`src/rtl/atpw_pkg.sv`:
```
`timescale 1ns / 1ps

package atpw_pkg;

    // Screen geometry
    localparam int MAX_ROWS  = 32;
    localparam int MAX_COLS  = 128;
    localparam int ROW_W     = 5;
    localparam int COL_W     = 7;
    localparam int ADDR_W    = ROW_W + COL_W;
    localparam int CELLS     = MAX_ROWS * MAX_COLS;
    localparam int CELL_W    = 11;
    localparam int COLOR_W   = 3;
    localparam int ROWS_W    = 6;
    localparam int COLS_W    = 8;
    localparam int CFG_W     = 8;

    // Configuration register indexes
    localparam logic REG_ROWS = 1'b0;
    localparam logic REG_COLS = 1'b1;

    localparam logic [ROWS_W-1:0] ROWS_RESET = 6'd24;
    localparam logic [COLS_W-1:0] COLS_RESET = 8'd80;

    // Byte codes
    localparam logic [7:0] ESC_BYTE   = 8'h1B;
    localparam logic [7:0] NEWLINE    = 8'h0A;
    localparam logic [7:0] FINAL_LOW  = 8'h40;
    localparam logic [7:0] FINAL_HIGH = 8'h7E;
    localparam logic [7:0] CSI_OPEN   = 8'h5B;
    localparam logic [7:0] SEMICOLON  = 8'h3B;
    localparam logic [7:0] DIGIT_0    = 8'h30;
    localparam logic [7:0] DIGIT_9    = 8'h39;
    localparam logic [7:0] SGR_FINAL  = 8'h6D;

    localparam logic [6:0] COLOR_FIRST = 7'd30;
    localparam logic [6:0] COLOR_LAST  = 7'd37;
    localparam logic [6:0] NUM_SAT     = 7'd127;

    localparam logic [COLOR_W-1:0] PEN_RESET  = 3'd7;
    localparam logic [CELL_W-1:0]  BLANK_CELL = 11'h720;

    typedef enum logic [3:0] {
        PH_IDLE  = 4'b0001,
        PH_ESC   = 4'b0010,
        PH_CSI   = 4'b0100,
        PH_OTHER = 4'b1000
    } phase_t;

    typedef enum logic [2:0] {
        SH_START  = 3'd0,
        SH_FIRST  = 3'd1,
        SH_SEMI   = 3'd2,
        SH_LATER  = 3'd3,
        SH_BROKEN = 3'd4
    } shape_t;

endpackage

```
`src/rtl/atpw_byte_if.sv`:
```
`timescale 1ns / 1ps

interface atpw_byte_if;
    logic       valid;
    logic       ready;
    logic [7:0] byte_in;

    modport source (output valid, output byte_in, input ready);
    modport sink   (input valid, input byte_in, output ready);
endinterface

```
`src/rtl/atpw_cell_if.sv`:
```
`timescale 1ns / 1ps

interface atpw_cell_if;
    logic       valid;
    logic       ready;
    logic       cell_written;
    logic [4:0] cell_row;
    logic [6:0] cell_col;
    logic [7:0] cell_char;
    logic [2:0] cell_color;
    logic [4:0] cursor_row_now;
    logic [6:0] cursor_col_now;

    modport source (
        output valid, output cell_written, output cell_row, output cell_col,
        output cell_char, output cell_color, output cursor_row_now,
        output cursor_col_now, input ready
    );
    modport sink (
        input valid, input cell_written, input cell_row, input cell_col,
        input cell_char, input cell_color, input cursor_row_now,
        input cursor_col_now, output ready
    );
endinterface

```
`src/rtl/ansi_text_plane_writer.sv`:
```
`timescale 1ns / 1ps

// Terminal text plane writer.
// byte_chan (valid/ready) carries one byte of terminal output per transfer.
// cell_chan (valid/ready) returns exactly one result per byte: the cell it
// wrote (if any) and the cursor position after the byte.
// Configuration: cfg_we / cfg_index / cfg_wdata write rows_in_use (index 0)
// or cols_in_use (index 1); write only while the block is idle.
// Output: a result is registered and appears on cell_chan in the cycle after its byte transfer.
// Throughput: one byte per cycle while no result is stalled; the decode and
// cursor update are combinational and the screen store takes one write per cycle.
// Reset: cursor at 0,0, pen white, no sequence open. The screen store is then
// cleared to white spaces by a pass over all 4096 cells, one cell per cycle;
// byte_chan.ready stays low during that pass.
// Stall: the output register holds its result until cell_chan.ready; while a
// result waits and the receiver is stalled, byte_chan.ready drops. When the
// receiver takes the result, a new byte is accepted in the same cycle.
module ansi_text_plane_writer
    import atpw_pkg::*;
(
    input  logic                 clk,
    input  logic                 rst_n,
    atpw_byte_if.sink            byte_chan,
    atpw_cell_if.source          cell_chan,
    input  logic                 cfg_we,
    input  logic                 cfg_index,
    input  logic [CFG_W-1:0]     cfg_wdata
);

    // Move the cursor down one row, clamped at the last row in use.
    function automatic logic [ROW_W-1:0] next_row(input logic [ROW_W-1:0] row,
                                                  input logic [ROWS_W-1:0] rows);
        logic [ROWS_W-1:0] r;
        logic [ROWS_W-1:0] last;
        r    = {1'b0, row} + ROWS_W'(1);
        last = rows - ROWS_W'(1);
        return (r > last) ? last[ROW_W-1:0] : r[ROW_W-1:0];
    endfunction

    // Configuration registers
    logic [ROWS_W-1:0] rows_reg;
    logic [COLS_W-1:0] cols_reg;

    // Parser and cursor state
    logic [ROW_W-1:0]   crow_reg, crow_next;
    logic [COL_W-1:0]   ccol_reg, ccol_next;
    logic [COLOR_W-1:0] pen_reg, pen_next;
    phase_t             phase_reg, phase_next;
    logic [6:0]         num_reg, num_next;
    shape_t             shape_reg, shape_next;

    // Screen clearing pass
    logic               clear_reg;
    logic [ADDR_W-1:0]  clear_addr_reg;

    // Output register
    logic               out_valid_reg;
    logic               wr_reg, wr_next;
    logic [ROW_W-1:0]   wrow_reg;
    logic [COL_W-1:0]   wcol_reg;
    logic [7:0]         wchar_reg;
    logic [COLOR_W-1:0] wcolor_reg;
    logic [ROW_W-1:0]   orow_reg;
    logic [COL_W-1:0]   ocol_reg;

    // Screen store: color in bits 10..8, character in 7..0
    logic [CELL_W-1:0]  screen_mem [CELLS];
    logic               mem_we;
    logic [ADDR_W-1:0]  mem_addr;
    logic [CELL_W-1:0]  mem_data;

    logic               in_xfer;
    logic               out_xfer;
    logic [ROWS_W-1:0]  rows_lim;
    logic [COLS_W-1:0]  cols_lim;
    logic [7:0]         b;
    logic               is_final;
    logic [COL_W-1:0]   col_inc;
    logic [10:0]        num_acc;

    assign b         = byte_chan.byte_in;
    assign out_xfer  = out_valid_reg && cell_chan.ready;
    assign byte_chan.ready = !clear_reg && (!out_valid_reg || cell_chan.ready);
    assign in_xfer   = byte_chan.valid && byte_chan.ready;

    // Clamp the area in use to the screen store; a zero count becomes one
    always_comb
    begin
        if (rows_reg == '0)
            rows_lim = ROWS_W'(1);
        else if (rows_reg > ROWS_W'(MAX_ROWS))
            rows_lim = ROWS_W'(MAX_ROWS);
        else
            rows_lim = rows_reg;

        if (cols_reg == '0)
            cols_lim = COLS_W'(1);
        else if (cols_reg > COLS_W'(MAX_COLS))
            cols_lim = COLS_W'(MAX_COLS);
        else
            cols_lim = cols_reg;
    end

    always_ff @(posedge clk or negedge rst_n)
    begin
        if (!rst_n)
        begin
            rows_reg <= ROWS_RESET;
            cols_reg <= COLS_RESET;
        end
        else if (cfg_we)
        begin
            case (cfg_index)
                REG_ROWS: rows_reg <= cfg_wdata[ROWS_W-1:0];
                REG_COLS: cols_reg <= cfg_wdata[COLS_W-1:0];
                default:  rows_reg <= rows_reg;
            endcase
        end
    end

    // Byte decode: escape sequences, newline, and a cell write for any other byte
    always_comb
    begin
        crow_next  = crow_reg;
        ccol_next  = ccol_reg;
        pen_next   = pen_reg;
        phase_next = phase_reg;
        num_next   = num_reg;
        shape_next = shape_reg;
        wr_next    = 1'b0;
        is_final   = b inside {[FINAL_LOW:FINAL_HIGH]};
        col_inc    = ccol_reg + COL_W'(1);
        num_acc    = {1'b0, num_reg, 3'b000} + {3'b000, num_reg, 1'b0}
                   + {3'b000, b - DIGIT_0};

        case (phase_reg)
            PH_ESC:
            begin
                if (b == CSI_OPEN)
                begin
                    phase_next = PH_CSI;
                    num_next   = '0;
                    shape_next = SH_START;
                end
                else
                    phase_next = is_final ? PH_IDLE : PH_OTHER;
            end
            PH_CSI:
            begin
                if (is_final)
                begin
                    // Only a well-formed SGR with first value 30..37 sets the pen
                    if (b == SGR_FINAL && (shape_reg == SH_FIRST || shape_reg == SH_LATER)
                        && num_reg >= COLOR_FIRST && num_reg <= COLOR_LAST)
                        pen_next = COLOR_W'(num_reg - COLOR_FIRST);
                    phase_next = PH_IDLE;
                end
                else if (b inside {[DIGIT_0:DIGIT_9]})
                begin
                    if (shape_reg == SH_START || shape_reg == SH_FIRST)
                    begin
                        num_next   = (num_acc > 11'(NUM_SAT)) ? NUM_SAT : num_acc[6:0];
                        shape_next = SH_FIRST;
                    end
                    else if (shape_reg == SH_SEMI)
                        shape_next = SH_LATER;
                end
                else if (b == SEMICOLON)
                    shape_next = (shape_reg == SH_FIRST || shape_reg == SH_LATER)
                               ? SH_SEMI : SH_BROKEN;
                else
                    shape_next = SH_BROKEN;
            end
            PH_OTHER:
            begin
                if (is_final)
                    phase_next = PH_IDLE;
            end
            default:
            begin
                if (b == ESC_BYTE)
                    phase_next = PH_ESC;
                else if (b == NEWLINE)
                begin
                    ccol_next = '0;
                    crow_next = next_row(crow_reg, rows_lim);
                end
                else
                begin
                    // Write only inside the area in use, then advance and wrap
                    wr_next = ({1'b0, crow_reg} < rows_lim) && ({1'b0, ccol_reg} < cols_lim);
                    if ({1'b0, col_inc} >= cols_lim || col_inc == '0)
                    begin
                        ccol_next = '0;
                        crow_next = next_row(crow_reg, rows_lim);
                    end
                    else
                        ccol_next = col_inc;
                end
            end
        endcase
    end

    always_ff @(posedge clk or negedge rst_n)
    begin
        if (!rst_n)
        begin
            crow_reg  <= '0;
            ccol_reg  <= '0;
            pen_reg   <= PEN_RESET;
            phase_reg <= PH_IDLE;
            num_reg   <= '0;
            shape_reg <= SH_START;
        end
        else if (in_xfer)
        begin
            crow_reg  <= crow_next;
            ccol_reg  <= ccol_next;
            pen_reg   <= pen_next;
            phase_reg <= phase_next;
            num_reg   <= num_next;
            shape_reg <= shape_next;
        end
    end

    // Clearing pass: sweep every cell once after reset
    always_ff @(posedge clk or negedge rst_n)
    begin
        if (!rst_n)
        begin
            clear_reg      <= 1'b1;
            clear_addr_reg <= '0;
        end
        else if (clear_reg)
        begin
            clear_addr_reg <= clear_addr_reg + ADDR_W'(1);
            if (clear_addr_reg == ADDR_W'(CELLS - 1))
                clear_reg <= 1'b0;
        end
    end

    assign mem_we   = clear_reg || (in_xfer && wr_next);
    assign mem_addr = clear_reg ? clear_addr_reg : {crow_reg, ccol_reg};
    assign mem_data = clear_reg ? BLANK_CELL : {pen_reg, b};

    always_ff @(posedge clk)
    begin
        if (mem_we)
            screen_mem[mem_addr] <= mem_data;
    end

    // Output register: load on byte transfer, drop after the result transfer
    always_ff @(posedge clk or negedge rst_n)
    begin
        if (!rst_n)
            out_valid_reg <= 1'b0;
        else if (in_xfer)
            out_valid_reg <= 1'b1;
        else if (out_xfer)
            out_valid_reg <= 1'b0;
    end

    always_ff @(posedge clk)
    begin
        if (in_xfer)
        begin
            wr_reg     <= wr_next;
            wrow_reg   <= wr_next ? crow_reg : '0;
            wcol_reg   <= wr_next ? ccol_reg : '0;
            wchar_reg  <= wr_next ? b : '0;
            wcolor_reg <= wr_next ? pen_reg : '0;
            orow_reg   <= crow_next;
            ocol_reg   <= ccol_next;
        end
    end

    assign cell_chan.valid          = out_valid_reg;
    assign cell_chan.cell_written   = wr_reg;
    assign cell_chan.cell_row       = wrow_reg;
    assign cell_chan.cell_col       = wcol_reg;
    assign cell_chan.cell_char      = wchar_reg;
    assign cell_chan.cell_color     = wcolor_reg;
    assign cell_chan.cursor_row_now = orow_reg;
    assign cell_chan.cursor_col_now = ocol_reg;

endmodule

```
`src/flat_wrapper.sv`:
```
// flat-port wrapper written by rule: the top's interface ports become plain ports
module ansi_text_plane_writer_flat import atpw_pkg::*;
  (clk, rst_n, cfg_we, cfg_index, cfg_wdata, byte_chan_valid, byte_chan_byte_in, byte_chan_ready, cell_chan_valid, cell_chan_cell_written, cell_chan_cell_row, cell_chan_cell_col, cell_chan_cell_char, cell_chan_cell_color, cell_chan_cursor_row_now, cell_chan_cursor_col_now, cell_chan_ready);
  atpw_byte_if byte_chan_i ();
  atpw_cell_if cell_chan_i ();
  input  logic clk;
  input  logic rst_n;
  input  logic cfg_we;
  input  logic cfg_index;
  input  logic [CFG_W-1:0] cfg_wdata;
  input wire logic [$bits(byte_chan_i.valid)-1:0] byte_chan_valid;
  input wire logic [$bits(byte_chan_i.byte_in)-1:0] byte_chan_byte_in;
  output wire logic [$bits(byte_chan_i.ready)-1:0] byte_chan_ready;
  output wire logic [$bits(cell_chan_i.valid)-1:0] cell_chan_valid;
  output wire logic [$bits(cell_chan_i.cell_written)-1:0] cell_chan_cell_written;
  output wire logic [$bits(cell_chan_i.cell_row)-1:0] cell_chan_cell_row;
  output wire logic [$bits(cell_chan_i.cell_col)-1:0] cell_chan_cell_col;
  output wire logic [$bits(cell_chan_i.cell_char)-1:0] cell_chan_cell_char;
  output wire logic [$bits(cell_chan_i.cell_color)-1:0] cell_chan_cell_color;
  output wire logic [$bits(cell_chan_i.cursor_row_now)-1:0] cell_chan_cursor_row_now;
  output wire logic [$bits(cell_chan_i.cursor_col_now)-1:0] cell_chan_cursor_col_now;
  input wire logic [$bits(cell_chan_i.ready)-1:0] cell_chan_ready;
  assign byte_chan_i.valid = byte_chan_valid;
  assign byte_chan_i.byte_in = byte_chan_byte_in;
  assign byte_chan_ready = byte_chan_i.ready;
  assign cell_chan_valid = cell_chan_i.valid;
  assign cell_chan_cell_written = cell_chan_i.cell_written;
  assign cell_chan_cell_row = cell_chan_i.cell_row;
  assign cell_chan_cell_col = cell_chan_i.cell_col;
  assign cell_chan_cell_char = cell_chan_i.cell_char;
  assign cell_chan_cell_color = cell_chan_i.cell_color;
  assign cell_chan_cursor_row_now = cell_chan_i.cursor_row_now;
  assign cell_chan_cursor_col_now = cell_chan_i.cursor_col_now;
  assign cell_chan_i.ready = cell_chan_ready;
  ansi_text_plane_writer u_core (.clk(clk), .rst_n(rst_n), .byte_chan(byte_chan_i), .cell_chan(cell_chan_i), .cfg_we(cfg_we), .cfg_index(cfg_index), .cfg_wdata(cfg_wdata));
endmodule
```
`config.mk`:
```
export PLATFORM = sky130hd
export DESIGN_NAME = ansi_text_plane_writer_flat
export DESIGN_NICKNAME = d
export VERILOG_FILES = /design/src/rtl/atpw_pkg.sv /design/src/rtl/atpw_byte_if.sv /design/src/rtl/atpw_cell_if.sv /design/src/rtl/ansi_text_plane_writer.sv /design/src/flat_wrapper.sv
export SDC_FILE = /design/constraint.sdc
export NUM_CORES = 1
export LEC_CHECK = 0
export BUFFER_PORTS_ARGS = -buffer_cell sky130_fd_sc_hd__buf_2
export CORE_MARGIN = 3
export CORE_UTILIZATION = 25
export CTS_BUF_LIST = sky130_fd_sc_hd__clkbuf_16
export DETAILED_ROUTE_END_ITERATION = 6
export GPL_ROUTABILITY_DRIVEN = 0
export MAX_ROUTING_LAYER = met4
export PLACE_DENSITY_LB_ADDON = 0.15
export SLEW_MARGIN = 20
export SYNTH_ARGS = -nofsm -noshare
export SYNTH_HDL_FRONTEND = slang
export SYNTH_SLANG_ARGS = --single-unit
```
`constraint.sdc`:
```
create_clock -name clk -period 5.4 [get_ports clk]
set_clock_uncertainty 0.1 [all_clocks]
set_input_delay 0 -clock clk [delete_from_list [all_inputs] [get_ports clk]]
set_output_delay 0 -clock clk [all_outputs]
set_load 0.01 [all_outputs]
```
Word-level counts from Yosys, hierarchy flattened --
Cells that the tools add are included.
Storage, ports and cells: output and inout port bits 38, logic and storage cells 127, register bits 93
Operators by class: muxes and demuxes 39, eq/ne operators 18, reductions and logical operators 30, bitwise operators 1, $lt $le $gt $ge 13, add/sub/neg operators 8
Operators by type and width (number):
- 7-bit two-way mux | 9
- 5-bit two-way mux | 5
- 3-bit two-way mux | 7
- 8-bit by 7-bit == test with 1-bit output, second input constant | 2
- 4-bit two-way mux | 4
- 8-bit two-way mux | 2
- 7-bit case mux with 2 select lines | 1
- 12-bit by 1-bit adder with 12-bit output, second input constant | 1
- 12-bit == test, second input constant | 1
- 6-bit two-way mux | 2
- 10-bit by 8-bit adder with 11-bit output | 1
- 11-bit by 8-bit adder with 11-bit output | 1
- 11-bit by 7-bit greater-than comparator with 1-bit output, second input constant | 1
- 1-bit logical AND | 9
- 8-bit by 4-bit == test with 1-bit output, second input constant | 1
- 8-bit by 5-bit == test with 1-bit output, second input constant | 1
- 8-bit by 6-bit == test with 1-bit output, second input constant | 1
- 7-bit by 8-bit >= comparator with 1-bit output | 1
- 8-bit by 6-bit >= comparator with 1-bit output, second input constant | 1
- 8-bit by 7-bit >= comparator with 1-bit output, second input constant | 1
- 8-bit greater-than comparator, second input constant | 1
- 8-bit by 6-bit less-or-equal comparator with 1-bit output, second input constant | 1
- 8-bit by 7-bit less-or-equal comparator with 1-bit output, second input constant | 1
- 8-bit zero test | 1
- other kinds (37) | 53

Longest topological paths before layout --
Gate-level depths: netlist (run 1).
word-level depth 10, depth in mapped cells 14, gate-level depth less buffers 14

Least setup slack after synthesis (run 1) --
No wires, ideal clock.
path kind flip-flop to flip-flop, start point register u_core.rows_reg[3], end point register u_core.orow_reg[1] (netlist: u_core.cell_chan.cursor_row_now[1]), data pin, data required time 5.040 ns, path buffers 0, path slack 2.304 ns, arrival time 2.736 ns, library setup time 0.260 ns, cell stages (with the launch flop) 14, cells stage by stage dfstp_2 -> nor2_1 -> a21oi_1 -> nor2_1 -> inv_1 -> ha_1 -> nor4b_1 -> a211oi_1 -> ha_1 -> nand3_1 -> a21o_1 -> a21oi_1 -> mux2i_1 -> mux2_2
On the way: cells in the longest elaborated chain, start to end 10
Ends and longest elaborated chain:
- from (decl) | line ansi_text_plane_writer.sv:41 | logic [ROWS_W-1:0] rows_reg;
- from (signal assigned) | line ansi_text_plane_writer.sv:114 | REG_ROWS: rows_reg <= cfg_wdata[ROWS_W-1:0];
- from (signal assigned) | line ansi_text_plane_writer.sv:116 | default: rows_reg <= rows_reg;
- 6-bit greater-than comparator | line ansi_text_plane_writer.sv:91 | else if (rows_reg > ROWS_W'(MAX_ROWS))
- 6-bit two-way mux | line ansi_text_plane_writer.sv:91
- 6-bit two-way mux (*) | line ansi_text_plane_writer.sv:89 | if (rows_reg == '0)
- 6-bit by 1-bit subtractor with 6-bit output (*) | line ansi_text_plane_writer.sv:36 | last = rows - ROWS_W'(1);
- 6-bit greater-than comparator | line ansi_text_plane_writer.sv:37 | return (r > last) ? last[ROW_W-1:0] : r[ROW_W-1:0];
- 5-bit two-way mux (*) | line ansi_text_plane_writer.sv:37
- 5-bit two-way mux | line ansi_text_plane_writer.sv:192 | if ({1'b0, col_inc} >= cols_lim || col_inc == '0)
- 5-bit two-way mux (*) | line ansi_text_plane_writer.sv:183 | else if (b == NEWLINE)
- 5-bit two-way mux (*) | line ansi_text_plane_writer.sv:181 | if (b == ESC_BYTE)
- 5-bit two-way mux (*) | line ansi_text_plane_writer.sv:136 | case (phase_reg)
- named net u_core.crow_next[1] | line ansi_text_plane_writer.sv:45 | logic [ROW_W-1:0] crow_reg, crow_next;
- to (signal assigned) | line ansi_text_plane_writer.sv:272 | orow_reg <= crow_next;
- to (decl) | line ansi_text_plane_writer.sv:63 | logic [ROW_W-1:0] orow_reg;
Mark *: on every way through the listed nets, which the timed path passes. The rest lies on a longest branch. A chain may end at the register's enable or synchronous reset.

Final worst setup path (run 1) --
Ends and elaborated chain as after synthesis.

==> results of run 1 <==
## Yosys cell counts, types with 16 or more instances
cell	instances
dfrtp_1	48
ha_1	44
edfxtp_1	36
nand2_1	34
nor2_1	32
inv_1	28
a21oi_1	27
mux2_2	27
and2_1	26
o21ai_0	20
nand2b_1	16
## power by group
group	switching [mW]	total, mW	leakage [nW]	internal [mW]
Combinational	0.641	1.14	1.67	0.494
Clock	0.297	0.610	0.122	0.313
Sequential	0.133	1.07	1.07	0.934
## routing by layer
metal	share of wire (%)	GRT usage [%]	up-vias
li1	-	-	1959
met1	48	14.53	1897
met2	47	18.58	61
met3	2.9	1.720	15
met4	2.2	5.044	0
met5	0	-	-
## cell families after synthesis
family	share of synthesized area, %
AND/OR/NAND/NOR	18.04
multiplexers	6.192
adder cells (fa/ha/maj)	11.90
XOR/XNOR	3.573
flip-flops	44.67
other	0.06651
buffers and inverters	3.040
AO/OA/AOI/OAI	12.52
## final cells by class
type	instances	area [um^2]	share of cell area, %
inverter	30	113.9	1.712
clock inverter	7	51.30	0.7714
sequential	93	2519	37.87
tap	280	350.3	5.268
timing repair buffer	74	442.9	6.660
multi-input combinational	374	2948	44.33
clock buffer	9	225.2	3.387
## path summary, 6_finish.rpt
path                                                 from                                  to  slack, ns  cells past startpoint
worst max-delay path                   u_core.rows_reg[3]  u_core.cell_chan.cursor_row_now[1]       1.83                     13
worst min-delay path                 byte_chan_byte_in[1]       u_core.cell_chan.cell_char[1]       0.01                      2
worst max register to register         u_core.rows_reg[3]  u_core.cell_chan.cursor_row_now[1]       1.83                     13
worst min register to register  u_core.clear_addr_reg[11]           u_core.clear_addr_reg[11]       0.37                      1
max in group asynchronous                           rst_n                  u_core.rows_reg[0]       4.43                      3
min in group asynchronous                           rst_n           u_core.clear_addr_reg[10]       0.25                      3
## stage by stage
step	hold WS [ns]	setup slack [ns]	power, mW	util (%)
CTS	0.001149	1.807	2.866	30.28
floorplan	-0.3956	2.304	1.899	-
global placement	0.1265	1.873	2.215	28.39
global route	0.01954	1.486	3.041	30.28
detailed placement	0.1394	1.820	2.236	28.39
finish	0.009675	1.828	2.812	30.28
==> flow_summary.toml, run 1 <==
[synthesis]
syn_area_mm2 = 0.005638
synth-seq-cells = 93
avgSynthCellArea_um2 = 11.14
synth_edf_count = 36
yosys-top-cells-area = "dfrtp_1 (21%), edfxtp_1 (19%), ha_1 (9.8%)"
async_reset_ff_share_pct = 61.29
synth_cell_types = 72
syn_nets = 578
synth_ff_type = "dfrtp_1"
yosysWarnings = 0
synth_top_cell_by_area = "dfrtp_1"
synth_cells = 506
ys_seq_area_share_pct = 44.67
synth_top_area_share_pct = 21.30

[global_route]
grt_pass1_wl_um = 21470
grt_max_degree = 58
grt_util_all_layers_pct = 11.57
grt_pass1_vias = 4134
grt_antenna_before_repair = 0
overflow = 0

[sta]
tightest_slew_ns = 0.9433
finalCriticalPeriod_ns = 3.572
relSlewSlack_pct = 37.04
fmax_mhz = 280.0
finalSetupViolCount = 0
finalCritPeriodShare_pct = 66.15
final_max_slew_viol_count = 0
hold_viol_final = 0
rsz0062_at_grt = "no"
setup_tns_ns = 0

[clock_network]
ctsHoldBuffers = 14
clockBufferDepth = 2
cts_buffers = 9
clock_tree.root_cell = "clkbuf_16"
htree_levels = 3
clkLatencyLatePin_ns = 0.35
clock_sinks = 93
cts_tree = "built"
cts_setup_buffers = 0
clkTransAtPathRegs_ns = 0.07
ctsResizeCount = 0

[power_and_ir_drop]
ir_worst_vdd_mv = 0.1080
leakage_nw = 2.863
powerDensity_mw_per_mm2 = 422.9

[setup_path]
crit_chain = "nor2_1 -> a21oi_1 -> nor2_1 -> inv_1 -> ha_1 -> nor4b_1 -> a211oi_1 -> ha_1 -> nand3_1 -> a21o_1 -> a21oi_1 -> mux2i_1 -> mux2_2"
cp-end-kind = "flip-flop"
crit_type = "flip-flop to flip-flop"
cpPeakStageDelay_ns = 0.58
cpMaxStageDelayCell = "dfstp_2"
cp_data_arrival_time_ns = 3.58
critPathLaunchType = "flip-flop"
critPathMaxFanout = 9
cp.required_ns = 5.41
crit_buf_inv = 1
crit_family = "compound AO/OA/AOI/OAI gates"

[drt]
wl_per_cell_um = 15.07
vias = 3932
vias_per_cell = 4.535
drc = 0
wirelength_um = 13060
drtPass1Iterations = 4
antenna_left = 0
drtIter0Drc = 162

[floorplanning]
die_h_um = 156.2
ios = 60
initial_core_util_pct = 25.68
dieArea_mm2 = 0.02439
fp.dieW_um = 156.2
core_area_mm2 = 0.02196
fp-row-count = 54

[layout]
fillers = 2278
largest_register_ffs = 12
final_cell_mix = "buf_2 (59), dfrtp_1 (48), ha_1 (44), edfxtp_1 (36), nand2_1 (34)"
final_common_cell = "buf_2"
finalNetCount = 654
stdcell_count = 867
area_growth_pct = 17.95
drive_gt1_share_pct = 23.85
n_antenna_cell = 0
fin_area_mm2 = 0.006650

[place]
dpl.cell_count = 837
post_dp_cell_area_mm2 = 0.006233
io_buffers = 59
place_hpwl_um = 9563

[min_path]
hold_class = "input port to flip-flop"

[outcome]
status = "complete, no violations"

[run]
max_cap_violations = 0
(Power assumes the default switching activity.)
==> run 2: changes to the inputs <==
--- a/config.mk
+++ b/config.mk
@@ -5,6 +5,7 @@
 export SDC_FILE = /design/constraint.sdc
 export NUM_CORES = 1
 export LEC_CHECK = 0
+export ABC_AREA = 1
 export BUFFER_PORTS_ARGS = -buffer_cell sky130_fd_sc_hd__buf_2
 export CORE_MARGIN = 3
 export CORE_UTILIZATION = 25
==> constraint.sdc (replaced) <==
create_clock -name clk -period 3.15 [get_ports clk]
set_clock_uncertainty 0.1 [all_clocks]
set_input_delay 0 -clock clk [delete_from_list [all_inputs] [get_ports clk]]
set_output_delay 0 -clock clk [all_outputs]
set_load 0.01 [all_outputs]
==> flow_summary.toml, run 2 <==
[outcome]
status = "complete, no violations"

[floorplanning]
core_area_mm2 = 0.02298
die_h_um = 160.3
ios = 60
fp.dieW_um = 160.3
fp-row-count = 55
dieArea_mm2 = 0.02569
initial_core_util_pct = 25.90

[setup_path]
crit_chain = "nor2_1 -> nand3_1 -> nand2_1 -> nand2_1 -> ha_1 -> inv_1 -> xor2_2 -> inv_1 -> ha_1 -> nand2_1 -> nor2_2 -> o21ai_0 -> nand2_1 -> buf_4 -> nand3_1 -> nand2_1 -> nand3b_1 -> and2_1"
crit_type = "flip-flop to flip-flop"
reg2reg_depth = 18
cp.required_ns = 3.16
ff2ff_setup_slack_ns = 0.22
path_common_cell = "nand2_1"
crit_family = "simple AND/OR/NAND/NOR gates"
cp-end-kind = "flip-flop"
cp_data_arrival_time_ns = 2.93
cpPeakStageDelay_ns = 0.43
r2r-start = "u_core.rows_reg[2]"
critPathMaxFanout = 5
crit_buf_inv = 3
critPathLaunchType = "flip-flop"
worstReg2RegEnd = "u_core.cell_chan.cursor_row_now[0]"
cpMaxStageDelayCell = "dfrtp_2"

[global_route]
overflow = 0
gr-usage-met3_pct = 2.167
grt.busiest_layer = "met2"
grt_pass1_vias = 4615
grt_util_all_layers_pct = 12.12
grt_max_degree = 37
grt_pass1_wl_um = 24230
grt_antenna_before_repair = 0
grt_util_met2_pct = 18.90
use_met1_pct = 16.15

[clock_network]
clock_tree.root_cell = "clkbuf_16"
clkTransAtPathRegs_ns = 0.07
clock_sinks = 93
cts_tree = "built"
clkLatencyLatePin_ns = 0.35
clockBufferDepth = 2
cts_buffers = 9
htree_levels = 3

[layout]
area_growth_pct = 21.61
finalNetCount = 882
seqCellArea_mm2 = 0.002521
fin_area_mm2 = 0.007238
largest_register_ffs = 12
n_antenna_cell = 0
multi_input_area_mm2 = 0.002944
fillers = 2512
drive_gt1_share_pct = 20.98
stdcell_count = 1128
final_common_cell = "nand2_1"
final_cell_mix = "nand2_1 (173), inv_1 (115), buf_2 (59), nand3_1 (52), nor2_1 (47)"
postLayoutCoreUtil_pct = 31.49

[min_path]
hold_path_end = "u_core.cell_chan.cell_char[5]"
hp-start = "byte_chan_valid"
holdPathStages = 2
hold_class = "input port to flip-flop"

[synthesis]
syn_nets = 784
netlist_top_cells_count = "nand2_1 (174), inv_1 (113), nand3_1 (52), dfrtp_1 (48), nor2_1 (48)"
yosys-top-cells-area = "dfrtp_1 (20%), edfxtp_1 (18%), nand2_1 (11%)"
ys_seq_area_share_pct = 42.32
avgSynthCellArea_um2 = 8.359
syn_area_mm2 = 0.005952
post-synth-top-count-cell = "nand2_1"
synth_cell_types = 47
synth_top_area_share_pct = 20.18
synth_edf_count = 36
synth_top_cell_by_area = "dfrtp_1"
synth-seq-cells = 93
async_reset_ff_share_pct = 61.29
synth_ff_type = "dfrtp_1"
synth_cells = 712
yosysWarnings = 0

[drt]
drtPass1Iterations = 4
antenna_left = 0
wl_per_cell_um = 13.09
drc = 0
vias_per_cell = 4.238
vias = 4780
wirelength_um = 14770
drtIter0Drc = 252

[power_and_ir_drop]
pwr-share-clk_pct = 25.2
switching_share_pct = 37.43
p_int_mw = 2.938
pwr-share-seq_pct = 36.2
comb_power_share_pct = 38.7
p_sw_mw = 1.757
powerDensity_mw_per_mm2 = 648.7
leakage_nw = 3.643
p_total_mw = 4.695
ir_worst_vdd_mv = 0.2941

[place]
post_dp_cell_area_mm2 = 0.006703
io_buffers = 59
place_hpwl_um = 11500
dpl.cell_count = 1091

[sta]
hold_viol_final = 0
tightest_slew_ns = 0.5478
finalCritPeriodShare_pct = 92.90
finalSetupViolCount = 0
relSlewSlack_pct = 63.44
final_max_slew_viol_count = 0
finalCriticalPeriod_ns = 2.926
fmax_mhz = 341.7

[run]
max_cap_violations = 0
## run 2: area by class of cell
type,count,share of cell area [%]
clock buffers,9,3.111
well taps,313,5.411
repair buffers,97,8.539
flip-flops and latches,93,34.83
multi-input cells,488,40.67
inverters,121,6.275
clock inverters,7,1.158
## run 2: how the worst max path moves through the flow
stage                     slack (ns)  depth (start not counted)          startpoint                                  to
after detailed placement        0.14                         17  u_core.rows_reg[2]  u_core.cell_chan.cursor_row_now[2]
after CTS                       0.11                         17  u_core.rows_reg[2]  u_core.cell_chan.cursor_row_now[2]
after global routing          -0.007                         19  u_core.rows_reg[2]  u_core.cell_chan.cursor_row_now[1]
after floorplan                 0.39                         18  u_core.rows_reg[3]  u_core.cell_chan.cursor_row_now[0]
final                           0.22                         18  u_core.rows_reg[2]  u_core.cell_chan.cursor_row_now[0]
after global placement          0.16                         17  u_core.rows_reg[1]  u_core.cell_chan.cursor_row_now[2]
## run 2: power groups by stage
stage	sequential, mW	clock [mW]	combinational (mW)
after floorplan	1.77	0	1.20
after global placement	1.73	0	1.79
after detailed placement	1.73	0	1.78
after CTS	1.70	1.23	1.81
after global routing	1.73	1.28	2.08
final	1.70	1.18	1.82
## run 2: timing repair
action	4_1_cts	5_1_grt
endpoints found under the hold margin	69	0
setup endpoints to repair	0	16
setup buffers	0	6
hold buffers	15	0
gates resized for setup	0	10
## run 2: metal layers
layer / up-vias / wire [um]
met4: 0 / 206
met3: 13 / 455
met2: 81 / 6654
met5: - / 0
met1: 2201 / 7448
li1: 2485 / -
## run 2: through the flow
stage	setup WS (ns)	hold WS (ns)	setup TNS, ns
5_1_grt	-0.006530	0.01870	-0.009207
3_3_place_gp	0.1640	-0.1277	0
3_5_place_dp	0.1396	-0.1358	0
4_1_cts	0.1066	0.008795	0
2_1_floorplan	0.3916	-0.3956	0
6_report	0.2236	0.01850	0
## run 2: cells by family (layout without fill, tap and decap cells)
logic type | count (synthesis) | in the layout | share of synthesized area, %
AO/OA/AOI/OAI | 68 | 68 | 6.916
XOR/XNOR | 20 | 20 | 2.943
adder cells (fa/ha/maj) | 50 | 50 | 11.27
buffers and inverters | 131 | 234 | 8.703
flip-flops | 93 | 93 | 42.32
multiplexers | 1 | 1 | 0.1892
other | 1 | 1 | 0.06300
AND/OR/NAND/NOR | 348 | 348 | 27.60
